`src/hdl/stereo_fft_magnitude_spectrum_core_assert.svh`:
```
`ifndef STEREO_FFT_MAGNITUDE_SPECTRUM_CORE_ASSERT_SVH
`define STEREO_FFT_MAGNITUDE_SPECTRUM_CORE_ASSERT_SVH
// Implication checked at every clock edge outside reset.
`define SFM_ASSERT_IMP(label, clk, rst_n, ante, cons, msg) \
    label: assert property (@(posedge clk) disable iff (!rst_n) (ante) |-> (cons)) \
        else $error(msg);
// Next-cycle implication.
`define SFM_ASSERT_NXT(label, clk, rst_n, ante, cons, msg) \
    label: assert property (@(posedge clk) disable iff (!rst_n) (ante) |=> (cons)) \
        else $error(msg);
`endif

```
`src/hdl/sfm_pkg.sv`:
```
package sfm_pkg;
    localparam int MAX_POINTS = 128;
    localparam int WORD_W = 18;
    localparam logic [1:0] OP_PUSH = 2'd0;
    localparam logic [1:0] OP_WIN = 2'd1;
    localparam logic [1:0] OP_SPEC = 2'd2;

    // datapath commands
    localparam logic [2:0] CMD_NONE = 3'd0;
    localparam logic [2:0] CMD_LOAD = 3'd1;
    localparam logic [2:0] CMD_BFLY = 3'd2;
    localparam logic [2:0] CMD_MAG = 3'd3;

    typedef struct packed {
        logic [2:0] cmd;
        logic       ch;
        logic [6:0] a;
        logic [6:0] b;
        logic [5:0] tw;
        logic [6:0] src;
        logic [5:0] bin;
        logic       last;
    } t_cmd;

    typedef struct packed {
        logic busy;
    } t_stat;

    function automatic logic [15:0] sine_q15(input logic [5:0] m);
        logic [15:0] r;
        case (m)
            6'd0: r = 16'd0; 6'd1: r = 16'd1608; 6'd2: r = 16'd3212;
            6'd3: r = 16'd4808; 6'd4: r = 16'd6393; 6'd5: r = 16'd7962;
            6'd6: r = 16'd9512; 6'd7: r = 16'd11039; 6'd8: r = 16'd12540;
            6'd9: r = 16'd14010; 6'd10: r = 16'd15447; 6'd11: r = 16'd16846;
            6'd12: r = 16'd18205; 6'd13: r = 16'd19520; 6'd14: r = 16'd20788;
            6'd15: r = 16'd22006; 6'd16: r = 16'd23170; 6'd17: r = 16'd24279;
            6'd18: r = 16'd25330; 6'd19: r = 16'd26320; 6'd20: r = 16'd27246;
            6'd21: r = 16'd28106; 6'd22: r = 16'd28899; 6'd23: r = 16'd29622;
            6'd24: r = 16'd30274; 6'd25: r = 16'd30853; 6'd26: r = 16'd31357;
            6'd27: r = 16'd31786; 6'd28: r = 16'd32138; 6'd29: r = 16'd32413;
            6'd30: r = 16'd32610; 6'd31: r = 16'd32729; 6'd32: r = 16'd32768;
            default: r = 16'd0;
        endcase
        return r;
    endfunction

    function automatic logic signed [WORD_W-1:0] sat_word(input logic signed [47:0] v);
        if (v > 48'sd131071) return 18'sd131071;
        if (v < -48'sd131072) return -18'sd131072;
        return v[WORD_W-1:0];
    endfunction
endpackage

```
`src/hdl/sfm_ctrl.sv`:
```
// Sequencer: per spectrum a load sweep, FFT stages per channel, and a magnitude sweep.
// Each butterfly, each magnitude step and the end of the load sweep wait for the datapath to report idle.
module sfm_ctrl #(
    parameter int N = 128,
    parameter int BINS = 64
) (
    input  logic          i_clk,
    input  logic          i_rst_n,
    input  logic          i_start,
    input  logic [6:0]    i_oldest,
    input  sfm_pkg::t_stat i_stat,
    output sfm_pkg::t_cmd o_cmd,
    output logic          o_busy
);
    localparam int LG = $clog2(N);
    localparam int NB = (BINS < N) ? BINS : N;
    localparam int SH0 = $clog2(sfm_pkg::MAX_POINTS) - LG;
    localparam logic [2:0] S_IDLE = 3'd0;
    localparam logic [2:0] S_LOAD = 3'd1;
    localparam logic [2:0] S_FFT = 3'd2;
    localparam logic [2:0] S_MAG = 3'd3;
    localparam logic [2:0] S_WAIT = 3'd4;

    logic [2:0] r_state, n_state;
    logic [2:0] r_after, n_after;
    logic [7:0] r_i, n_i;
    logic [2:0] r_stg, n_stg;
    logic       r_ch, n_ch;
    sfm_pkg::t_cmd c;
    logic [6:0] h, jj, base, pa;
    logic [7:0] sum;
    logic [6:0] rev;

    always_comb begin
        h = 7'((N >> 1) >> r_stg);
        jj = r_i[6:0] & (h - 7'd1);
        base = 7'((r_i[6:0] & ~(h - 7'd1)) << 1);
        sum = 8'(i_oldest) + r_i;
        pa = (sum >= 8'(N)) ? 7'(sum - 8'(N)) : sum[6:0];
        rev = '0;
        for (int k = 0; k < LG; k++)
            if (r_i[k]) rev[LG-1-k] = 1'b1;
    end

    always_comb begin
        n_state = r_state; n_after = r_after; n_i = r_i; n_stg = r_stg; n_ch = r_ch;
        c = '0;
        c.ch = r_ch;
        unique case (r_state)
            S_IDLE: begin
                if (i_start) begin
                    n_state = S_LOAD; n_i = '0;
                end
            end
            S_LOAD: begin
                c.cmd = sfm_pkg::CMD_LOAD; c.src = pa; c.a = r_i[6:0];
                n_i = r_i + 8'd1;
                if (r_i == 8'(N - 1)) begin
                    n_i = '0; n_stg = '0; n_ch = 1'b0; n_state = S_WAIT; n_after = S_FFT;
                end
            end
            S_FFT: begin
                c.cmd = sfm_pkg::CMD_BFLY;
                c.a = base + jj; c.b = base + jj + h;
                // twiddle step doubles with each stage
                c.tw = 6'({25'd0, jj} << (SH0 + 32'(r_stg)));
                n_state = S_WAIT; n_after = S_FFT;
                n_i = r_i + 8'd1;
                if (r_i == 8'(N / 2 - 1)) begin
                    n_i = '0;
                    n_stg = r_stg + 3'd1;
                    if (r_stg == 3'(LG - 1)) begin
                        n_stg = '0;
                        n_ch = ~r_ch;
                        if (r_ch) n_after = S_MAG;
                    end
                end
            end
            S_MAG: begin
                c.cmd = sfm_pkg::CMD_MAG; c.a = rev; c.bin = r_i[5:0];
                c.last = (r_i == 8'(NB - 1));
                n_state = S_WAIT; n_after = S_MAG;
                n_i = r_i + 8'd1;
                if (r_i == 8'(NB - 1)) n_after = S_IDLE;
            end
            S_WAIT: begin
                if (!i_stat.busy) n_state = r_after;
            end
            default: n_state = S_IDLE;
        endcase
    end

    always_ff @(posedge i_clk) begin
        if (!i_rst_n) begin
            r_state <= S_IDLE; r_after <= S_IDLE; r_i <= '0; r_stg <= '0; r_ch <= 1'b0;
        end else begin
            r_state <= n_state; r_after <= n_after; r_i <= n_i; r_stg <= n_stg; r_ch <= n_ch;
        end
    end

    assign o_cmd = c;
    assign o_busy = (r_state != S_IDLE);
endmodule

```
`config.mk`:
```
export PLATFORM = sky130hd
export DESIGN_NAME = sfm_ctrl
export DESIGN_NICKNAME = d
export VERILOG_FILES = /design/src/hdl/stereo_fft_magnitude_spectrum_core_assert.svh /design/src/hdl/sfm_pkg.sv /design/src/hdl/sfm_ctrl.sv
export SDC_FILE = /design/constraint.sdc
export NUM_CORES = 1
export LEC_CHECK = 0
export BUFFER_PORTS_ARGS = -buffer_cell sky130_fd_sc_hd__buf_2
export CORE_MARGIN = 10
export CORE_UTILIZATION = 51
export CTS_CLUSTER_SIZE = 25
export DETAILED_ROUTE_END_ITERATION = 10
export PLACE_DENSITY_LB_ADDON = 0.2
export SLEW_MARGIN = 40
export SYNTH_ARGS = -nofsm -noshare
export SYNTH_HDL_FRONTEND = slang
export SYNTH_SLANG_ARGS = --single-unit
```
`constraint.sdc`:
```
create_clock -name i_clk -period 11.6 [get_ports i_clk]
set_input_delay 0.58 -clock i_clk [delete_from_list [all_inputs] [get_ports i_clk]]
set_output_delay 0.58 -clock i_clk [all_outputs]
set_load 0.05 [all_outputs]
```
==> key figures, run 1 <==
Floorplan
  • Die footprint: 7582 um^2
  • Starting Density: 52.70%
  • CORE AREA: 4354 um^2
  • Die extent in x: 87.08 um
  • # IOs: 50
  • Row count: 24
  • Die Ht: 87.08 um

Synth
  • Top cells by area, synth: dfxtp_1 (15%), ha_1 (11%), nor2_1 (7.9%)
  • Top_reg_cell synth: dfxtp_1
  • Count leader, synth: nor2_1
  • Syn Inst Count: 331
  • Yosys top cell by area: dfxtp_1
  • Syn avg cell area: 6.933 um^2
  • Number of flops mapped to enable cells by yosys: 0
  • Largest family of logic cells by synthesized area: simple AND/OR/NAND/NOR gates
  • Xor and xnor area share after synthesis: 7.306%
  • Post-Synth Adder-Cell Area: 13.20%
  • Multiplexer share of the synthesized area: 2.617%
  • Sequential area share after synthesis: 14.83%
  • Top cells by count, synth: nor2_1 (48), a21oi_1 (34), ha_1 (21)
  • Compound-Gate Fraction of Synth Area: 22.74%
  • Flops & latches, synth: 17
  • Synth cell types: 54
  • Share of async-settable or async-resettable flops after synthesis: 0%
  • YS warnings: 0
  • Synth top area share: 14.83%
  • Post-Synth Simple-Gate Area: 30.86%
  • Mapped cell area: 2295 um^2

Power and ir drop
  • Final Power: 135.7 uW
  • P_leak: 1.218 nW
  • VDD IR max: 0.00005653 V
  • Pwr Density: 53.33 nW/um^2

Detailed routing
  • Routed vias/inst: 5.814
  • Drt total wl: 6571 um
  • Post-route ant nets: 0
  • Drt wl/cell: 15.91 um
  • Starting DRT DRC Count: 194
  • Residual DRC: 0
  • Vias: 2401
  • Drt pass-1 iters: 4

Placed design
  • Post-DP HPWL: 5023 um
  • Final Wtd Congestion: 0.9737
  • IO Port Bufs: 48
  • Setup WS pre-CTS: 6581 ps

Finish
  • Area Overhead vs Synth: 10.85%
  • Share of layout cells above drive strength 1: 16.90%
  • Antenna diodes: 0
  • Final net count: 396

Clocking
  • CTS tree: done
  • CTS Buffer Depth: 2
  • Depth of the CTS H-tree: 1
  • Post-CTS Setup Bufs: 0
  • Total CTS buffers: 3
  • Clk slew on worst S/H paths: 70 ps
  • Clock Root Buffer: clkbuf_8
  • Clk Latency, worst-skew pair: 250 ps
  • CTS Sinks: 17
  • Cts repair resizes: 0
  • # hold bufs at CTS: 0

Timing
  • Final Skew: 2.600 ps
  • Fmax: 186.6 MHz
  • Worst slew margin: 45.64%
  • Worst Max-Slew Pin Slew: 814.4 ps
  • Final Setup Violations: 0
  • Setup TNS: 0 ps
  • Final min period: 5358 ps
  • Fin. Hold Viols: 0
  • Final setup margin: 6242 ps
  • Max-slew violations: 0
  • RSZ-0062 raised after global routing: false
  • Period Utilization, post-route: 46.19%

Setup path
  • Data arrival time of the critical path: 4780 ps
  • Startpoint types: register
  • Max incr delay on CP: 770 ps
  • Critical path peak fanout: 20
  • Critical path, cell by cell: inv_4, nor2_1, inv_1, ha_1, nor2b_1, ha_1, inv_1, fa_1, inv_1, a21o_1, a21oi_1, xnor2_1, ha_1, a21o_1, a31oi_1, xnor3_1, and2_1, buf_2
  • CP max stage cell: dfxtp_1
  • Crit Path Category: reg -> out
  • Endpoint type of the worst setup path: primary output
  • Reg2reg setup slack: 9140 ps
  • Critical Path RT: 11020 ps

GRT
  • All-Layer GR Usage: 17.21%
  • Total grt overflow: 0
  • Initial antenna violation count: 0
  • Number of global-route vias before repair: 2269
  • Largest net degree at the start of global routing: 25
  • First-pass GRT wire length: 10960 um

Run status
  • Status: complete, no violations

Hold path
  • HP Class: reg -> reg

Run
  • Max Cap Viol: 0
worst max-delay path: cells and delay by family, from the launching register on:
family,cells,cell delay (ps)
adder cells (fa/ha/maj),4,1260
AND/OR/NAND/NOR,3,840
flip-flops,1,770
buffers and inverters,5,610
AO/OA/AOI/OAI,4,600
XOR/XNOR,2,450
path summary, 6_finish.rpt:
check,startpoint,endpoint,cells after the start
setup reg to reg,r_i[1],r_stg[2],6
setup / recovery,r_stg[2],o_cmd[26],18
hold reg to reg,r_after[1],r_state[1],2
hold / removal,r_after[1],r_state[1],2
placed cells by master, fill, tap and decap left out, drive strengths merged, types with 2 or more instances in the layout:
cell type,instances
o21ai,18
nor4,4
o21bai,3
clkbuf,4
or2,3
conb,2
nand3,6
xnor2,11
or3,5
nor3b,5
inv,20
nand2,18
a211oi,3
and2,9
ha,21
fa,2
xor2,3
a21boi,4
a41oi,2
buf,49
a31oi,5
nor3,11
nor2b,14
mux2i,6
dfxtp,17
o21a,2
a21o,5
a21oi,34
o22ai,3
and3,11
xnor3,2
nor2,48
metal layers:
layer	global-route usage [%]	wire length [um]
met4	5.596	100
met3	2.809	476
met2	28.38	3114
met5	0	0
met1	22.05	2880
registers in the layout, summed over array words and instances, names as in the netlist:
name     cells
r_i          8
r_after      2
r_stg        3
r_ch         1
r_state      3
area by class of cell:
| cell class | instances | area, um^2 |
|---|---|---|
| multi-input cells | 271 | 1768 |
| inverters | 20 | 77.57 |
| fillers | 420 | 1810 |
| well taps | 52 | 65.06 |
| repair buffers | 49 | 247.7 |
| clock buffers | 4 | 45.04 |
| flip-flops and latches | 17 | 340.3 |
kinds of logic (layout without fill, tap and decap cells):
kind of cell / Yosys count / in the layout
flip-flops: 17 / 17
multiplexers: 6 / 6
adder cells (fa/ha/maj): 23 / 23
AND/OR/NAND/NOR: 138 / 138
buffers and inverters: 44 / 73
other: 1 / 2
AO/OA/AOI/OAI: 86 / 86
XOR/XNOR: 16 / 16
power by group:
group	switching, mW	internal (mW)	leakage, nW
clock	0.0207	0.0244	0.0228
sequential	0.00128	0.0590	0.137
combinational	0.0214	0.00885	1.06
total	0.0434	0.0922	1.22
through the flow:
stage	instances	area (um^2)	util, %	hold slack, ps
floorplan	332	2298	-	414.6
global placement	409	2499	57.39	421.5
detailed placement	409	2499	57.39	426.2
CTS	413	2544	58.42	436.0
global route	413	2544	58.42	449.1
finish	413	2544	58.42	432.4
(Power assumes the default switching activity.)
==> inputs of run 2 (changes only) <==
CORE_UTILIZATION = 50   (was 51)
clock period = 4.5 ns   (was 11.6 ns; I/O delays follow)
==> key figures, run 2 (synthesized netlist as in run 1, its figures left out) <==
Run status
  • Status: complete, no violations

Clocking
  • Clk slew on worst S/H paths: 80 ps (about the same)
  • Depth of the CTS H-tree: 1 (unchanged)
  • CTS Sinks: 17 (unchanged)
  • Total CTS buffers: 3 (unchanged)
  • Clk Latency, worst-skew pair: 260 ps (about the same)
  • CTS tree: done
  • CTS Buffer Depth: 2 (unchanged)
  • Clock Root Buffer: clkbuf_8
  • # hold bufs at CTS: 0 (unchanged)

Finish
  • Finished Core Util: 58.48% (about the same)
  • Final instance area: 2581 um^2 (+1.5%)
  • Area Overhead vs Synth: 12.49%
  • Share of layout cells above drive strength 1: 18.90% (+2.0 points)
  • Antenna diodes: 0 (unchanged)
  • Max reg flops: 8 (unchanged)
  • Biggest register: r_i
  • Most frequent cells in the layout: nor2_1 (48), buf_2 (48), a21oi_1 (34)
  • Largest regs: r_i: 8 flops, r_state: 3 flops, r_stg: 3 flops
  • Final net count: 400 (+1.0%)

Timing
  • Worst slew margin: 47.94% (+2.3 points)
  • Setup TNS: 0 ps (unchanged)
  • Fmax: 241.1 MHz
  • Min Hold Slack: 152.5 ps (-279.9 ps)
  • Fin. Hold Viols: 0 (unchanged)
  • Max-slew violations: 0 (unchanged)
  • Final Skew: 7.787 ps (+5.187 ps)
  • Worst Max-Slew Pin Slew: 779.8 ps (-34.57 ps)
  • Final Setup Violations: 0 (unchanged)
  • Final min period: 4148 ps
  • Period Utilization, post-route: 92.18%
  • RSZ-0062 raised after global routing: false

Detailed routing
  • Starting DRT DRC Count: 223 (+15%)
  • Post-route ant nets: 0 (unchanged)
  • Vias: 2416 (+0.62%)
  • Drt wl/cell: 14.86 um (-6.6%)
  • Routed vias/inst: 5.794 (-0.34%)
  • Drt pass-1 iters: 5 (+1)
  • Drt total wl: 6195 um (-5.7%)
  • Residual DRC: 0 (unchanged)

Setup path
  • Data arrival time of the critical path: 3920 ps (-860 ps)
  • Crit Path Category: reg -> out
  • Critical path peak fanout: 16 (-20%)
  • Startpoint types: register
  • Endpoint type of the worst setup path: primary output
  • Critical Path RT: 4280 ps (-6740 ps)

Floorplan
  • Row count: 24 (unchanged)
  • Die Ht: 87.75 um (+0.77%)
  • Die footprint: 7699 um^2 (+1.5%)
  • Starting Density: 51.98% (-0.72 points)
  • CORE AREA: 4414 um^2 (+1.4%)
  • # IOs: 50 (unchanged)
  • Die extent in x: 87.75 um (+0.77%)

GRT
  • All-Layer GR Usage: 16.27% (-0.94 points)
  • Largest net degree at the start of global routing: 25 (unchanged)
  • Initial antenna violation count: 0 (unchanged)
  • Number of global-route vias before repair: 2274 (+0.22%)
  • First-pass GRT wire length: 10670 um (-2.7%)
  • Total grt overflow: 0 (unchanged)

Power and ir drop
  • P_leak: 1.240 nW (+1.7%)
  • Final Power: 352.5 uW (+160%)
  • Pwr Density: 136.6 nW/um^2 (+160%)
  • VDD IR max: 0.0002106 V (+270%)

Run
  • Max Cap Viol: 0 (unchanged)

Placed design
  • Final Wtd Congestion: 0.9418 (-3.3%)
  • Placed Area: 2529 um^2 (+1.2%)
  • Post-DP HPWL: 4856 um (-3.3%)
  • IO Port Bufs: 48 (unchanged)

Hold path
  • HP Class: in -> reg
run 2: cell types whose count changed in the layout (fill, tap and decap cells not counted):
cell        change
clkinvlp_4      +1
and2b_2         +1
clkbuf_1        -1
buf_4           +4
dfxtp_1         -2
dfxtp_2         +2
and2b_1         -1
run 2: critical path: stages (launching register included):
cell and delay, ps:
dfxtp_2 460, nand2b_1 130, nor2_1 140, inv_1 90, ha_1 320, nor2b_1 170, ha_1 190, inv_1 50
fa_1 390, inv_1 70, a21o_1 110, a21oi_1 70, xnor2_1 210, ha_1 310, a21o_1 190, a31oi_1 180
xnor3_1 230, and2_1 160, buf_2 200
run 2: area by class of cell:
cell class	count	area, um^2
Clock buffer	3	41.29
Clock inverter	1	7.507
Fill cell	437	1833
Inverter	20	77.57
Multi-Input combinational cell	271	1769
Sequential cell	17	342.8
Tap cell	52	65.06
Timing Repair Buffer	53	277.8
run 2: power breakdown:
part,internal (mW),switching (mW)
clock,0.0623,0.0576
combinational,0.0231,0.0548
sequential,0.152,0.00271
run 2: timing repair:
item / 4_1_cts / 5_1_grt
endpoints found under the hold margin: 0 / 0
gates resized for setup: 0 / 3
endpoints found under the setup margin: 0 / 1
buffers inserted: 0 / 0
run 2: worst paths after layout:
kind	cells after the start	from	endpoint	slack, ps
worst min-delay path	2	i_stat	r_state[1]	150
worst min register to register	2	r_after[1]	r_state[1]	440
worst max-delay path	18	r_stg[1]	o_cmd[26]	350
worst max register to register	6	r_i[1]	r_stg[1]	2140
run 2: stage by stage:
stage	setup slack [ps]	cells
floorplan	93.69	332
global placement	559.9	413
detailed placement	462.1	413
CTS	174.2	417
global route	13.18	417
finish	352.1	417
run 2: metal layers:
| metal | GRT usage, % | wire length (um) |
|---|---|---|
| met5 | 0 | 0 |
| met2 | 24.54 | 2596 |
| met3 | 3.714 | 617 |
| met1 | 23.12 | 2934 |
| met4 | 2.754 | 46 |
==> inputs of run 3 (changes only) <==
CORE_ASPECT_RATIO = 0.75   (was unset)
==> key figures, run 3 (synthesized netlist as in run 1, its figures left out) <==
Finish
  • Share of layout cells above drive strength 1: 18.96% (+0.052 points)
  • Antenna diodes: 0 (unchanged)
  • Most frequent cells in the layout: nor2_1 (48), buf_2 (48), a21oi_1 (34)
  • Largest regs: r_i: 8 flops, r_state: 3 flops, r_stg: 3 flops
  • Max reg flops: 8 (unchanged)
  • Final net count: 399 (-0.25%)
  • Area Overhead vs Synth: 12.54% (about the same)
  • Post-Layout Cell Count: 421 (+0.96%)
  • Biggest register: r_i

Placed design
  • IO Port Bufs: 48 (unchanged)
  • Final Wtd Congestion: 0.9123 (-3.1%)
  • Placed Cells incl. Taps: 417 (+0.97%)
  • Setup WS pre-CTS: 321.3 ps (-140.8 ps)
  • Post-DP HPWL: 5085 um (+4.7%)

Detailed routing
  • Drt total wl: 6417 um (+3.6%)
  • Starting DRT DRC Count: 230 (+3.1%)
  • Post-route ant nets: 0 (unchanged)
  • Routed vias/inst: 5.741 (-0.91%)
  • Drt pass-1 iters: 5 (unchanged)
  • Drt wl/cell: 15.24 um (+2.6%)
  • Vias: 2417 (+0.041%)
  • Residual DRC: 0 (unchanged)

Hold path
  • HP Class: in -> reg
  • Worst Hold End: r_state[1]
  • Worst Hold Launch: i_stat
  • Hold Path Depth: 2 (unchanged)

Setup path
  • Critical path peak fanout: 16 (unchanged)
  • Startpoint types: register
  • Critical Path RT: 4280 ps (about the same)
  • Max incr delay on CP: 470 ps (about the same)
  • Endpoint type of the worst setup path: primary output
  • Reg2reg setup slack: 2100 ps (-40 ps)
  • RR Endpoint: r_stg[2]
  • Worst reg2reg path depth: 6 (unchanged)
  • Critical path, cell by cell: nand2b_1, nor2_1, inv_1, ha_1, nor2b_2, ha_1, inv_1, fa_1, inv_1, a21o_1, a21oi_1, xnor2_1, ha_1, a21o_1, a31oi_1, xnor3_1, and2_1, buf_2
  • Crit Path Category: reg -> out
  • CP max stage cell: dfxtp_2
  • R2r startpoint: r_i[1]
  • Data arrival time of the critical path: 3990 ps (+70 ps)

Clocking
  • Total CTS buffers: 3 (unchanged)
  • CTS tree: done
  • CTS Buffer Depth: 2 (unchanged)
  • Clk slew on worst S/H paths: 70 ps (about the same)
  • Clock Root Buffer: clkbuf_8
  • Depth of the CTS H-tree: 1 (unchanged)
  • Clk Latency, worst-skew pair: 250 ps (about the same)
  • CTS Sinks: 17 (unchanged)

GRT
  • All-Layer GR Usage: 16.07% (-0.20 points)
  • Largest net degree at the start of global routing: 25 (unchanged)
  • Initial antenna violation count: 0 (unchanged)
  • First-pass GRT wire length: 10820 um (+1.4%)
  • Total grt overflow: 0 (unchanged)
  • Number of global-route vias before repair: 2132 (-6.2%)

Power and ir drop
  • VDD IR max: 0.0001922 V (-8.7%)
  • P_leak: 1.234 nW (-0.44%)
  • Pwr Density: 136.6 nW/um^2 (about the same)
  • Final Power: 352.8 uW (about the same)

Timing
  • Max-slew violations: 0 (unchanged)
  • Worst Max-Slew Pin Slew: 690.8 ps (-88.95 ps)
  • Final setup margin: 288.8 ps (-63.28 ps)
  • RSZ-0062 raised after global routing: false
  • Final Setup Violations: 0 (unchanged)
  • Final min period: 4211 ps (+63.28 ps)
  • Period Utilization, post-route: 93.58% (+1.4 points)
  • Final Skew: 1.102 ps (-6.685 ps)
  • Fmax: 237.5 MHz (-1.5%)
  • Worst slew margin: 53.88% (+5.9 points)
  • Fin. Hold Viols: 0 (unchanged)
  • Setup TNS: 0 ps (unchanged)

Floorplan
  • Die footprint: 7727 um^2 (+0.37%)
  • # IOs: 50 (unchanged)
  • Row count: 21 (-13%)
  • CORE AREA: 4441 um^2 (+0.60%)
  • Die extent in x: 98.23 um (+12%)
  • Die Ht: 78.67 um (-10%)
  • Starting Density: 51.68% (-0.31 points)

Run
  • Max Cap Viol: 0 (unchanged)

Run status
  • Status: complete, no violations
==> run 3: cell count changes in the layout (fill, tap and decap cells not counted), sizes merged <==
cell  previous run  this run
buf             53        52
==> run 3: final cells by class <==
type                       instances  area [um^2]
tap                               57        71.32
multi-input combinational        271         1772
fill                             427         1858
clock buffer                       3        41.29
timing repair buffer              52        270.3
inverter                          20        77.57
sequential                        17        342.8
clock inverter                     1        7.507
==> run 3: through the flow <==
step,area [um^2],hold WS (ps),utilization (%)
finish,2582,150.0,58.16
global route,2582,158.2,58.16
CTS,2576,150.1,58.02
detailed placement,2527,425.4,56.92
global placement,2527,420.9,56.92
floorplan,2298,301.6,-
==> run 3: metal layers <==
layer / global-route usage (%) / vias up / share of wire, %
li1: - / 1218 / -
met1: 23.88 / 1092 / 49
met2: 23.22 / 103 / 40
met3: 4.374 / 4 / 10
met4: 1.000 / 0 / 0.42
met5: 0 / - / 0
==> run 3: repair_timing <==
item / in CTS / in global routing
hold buffers: 0 / 0
endpoints found under the setup margin: 0 / 2
buffers inserted: 0 / 0
gates resized for setup: 0 / 3
==> run 3: critical path: cells and delay by family (launching register included) <==
kind	cells	cell delay (ps)
adders and majority gates	4	1270
and+or+nand+nor	4	630
AOI/OAI and AO/OA	4	510
DFF	1	470
xor gates and xnor gates	2	430
buffers and inverters	4	420
==> run 3: worst max path at each step <==
| stage | from | end | slack [ps] | cells past startpoint |
|---|---|---|---|---|
| after global routing | r_stg[2] | o_cmd[26] | 0.7 | 16 |
| after global placement | r_stg[1] | o_cmd[26] | 490 | 18 |
| after detailed placement | r_stg[1] | o_cmd[26] | 320 | 18 |
| after CTS | r_stg[1] | o_cmd[26] | 50 | 18 |
| after floorplan | r_stg[1] | o_cmd[17] | 90 | 9 |
| final | r_stg[1] | o_cmd[26] | 290 | 18 |
==> run 3: report_power, final <==
part	internal, mW	total [mW]	switching [mW]	leakage, nW
registers	0.152	0.155	0.00309	0.138
clock network	0.0623	0.119	0.0570	0.0217
logic	0.0229	0.0784	0.0554	1.07
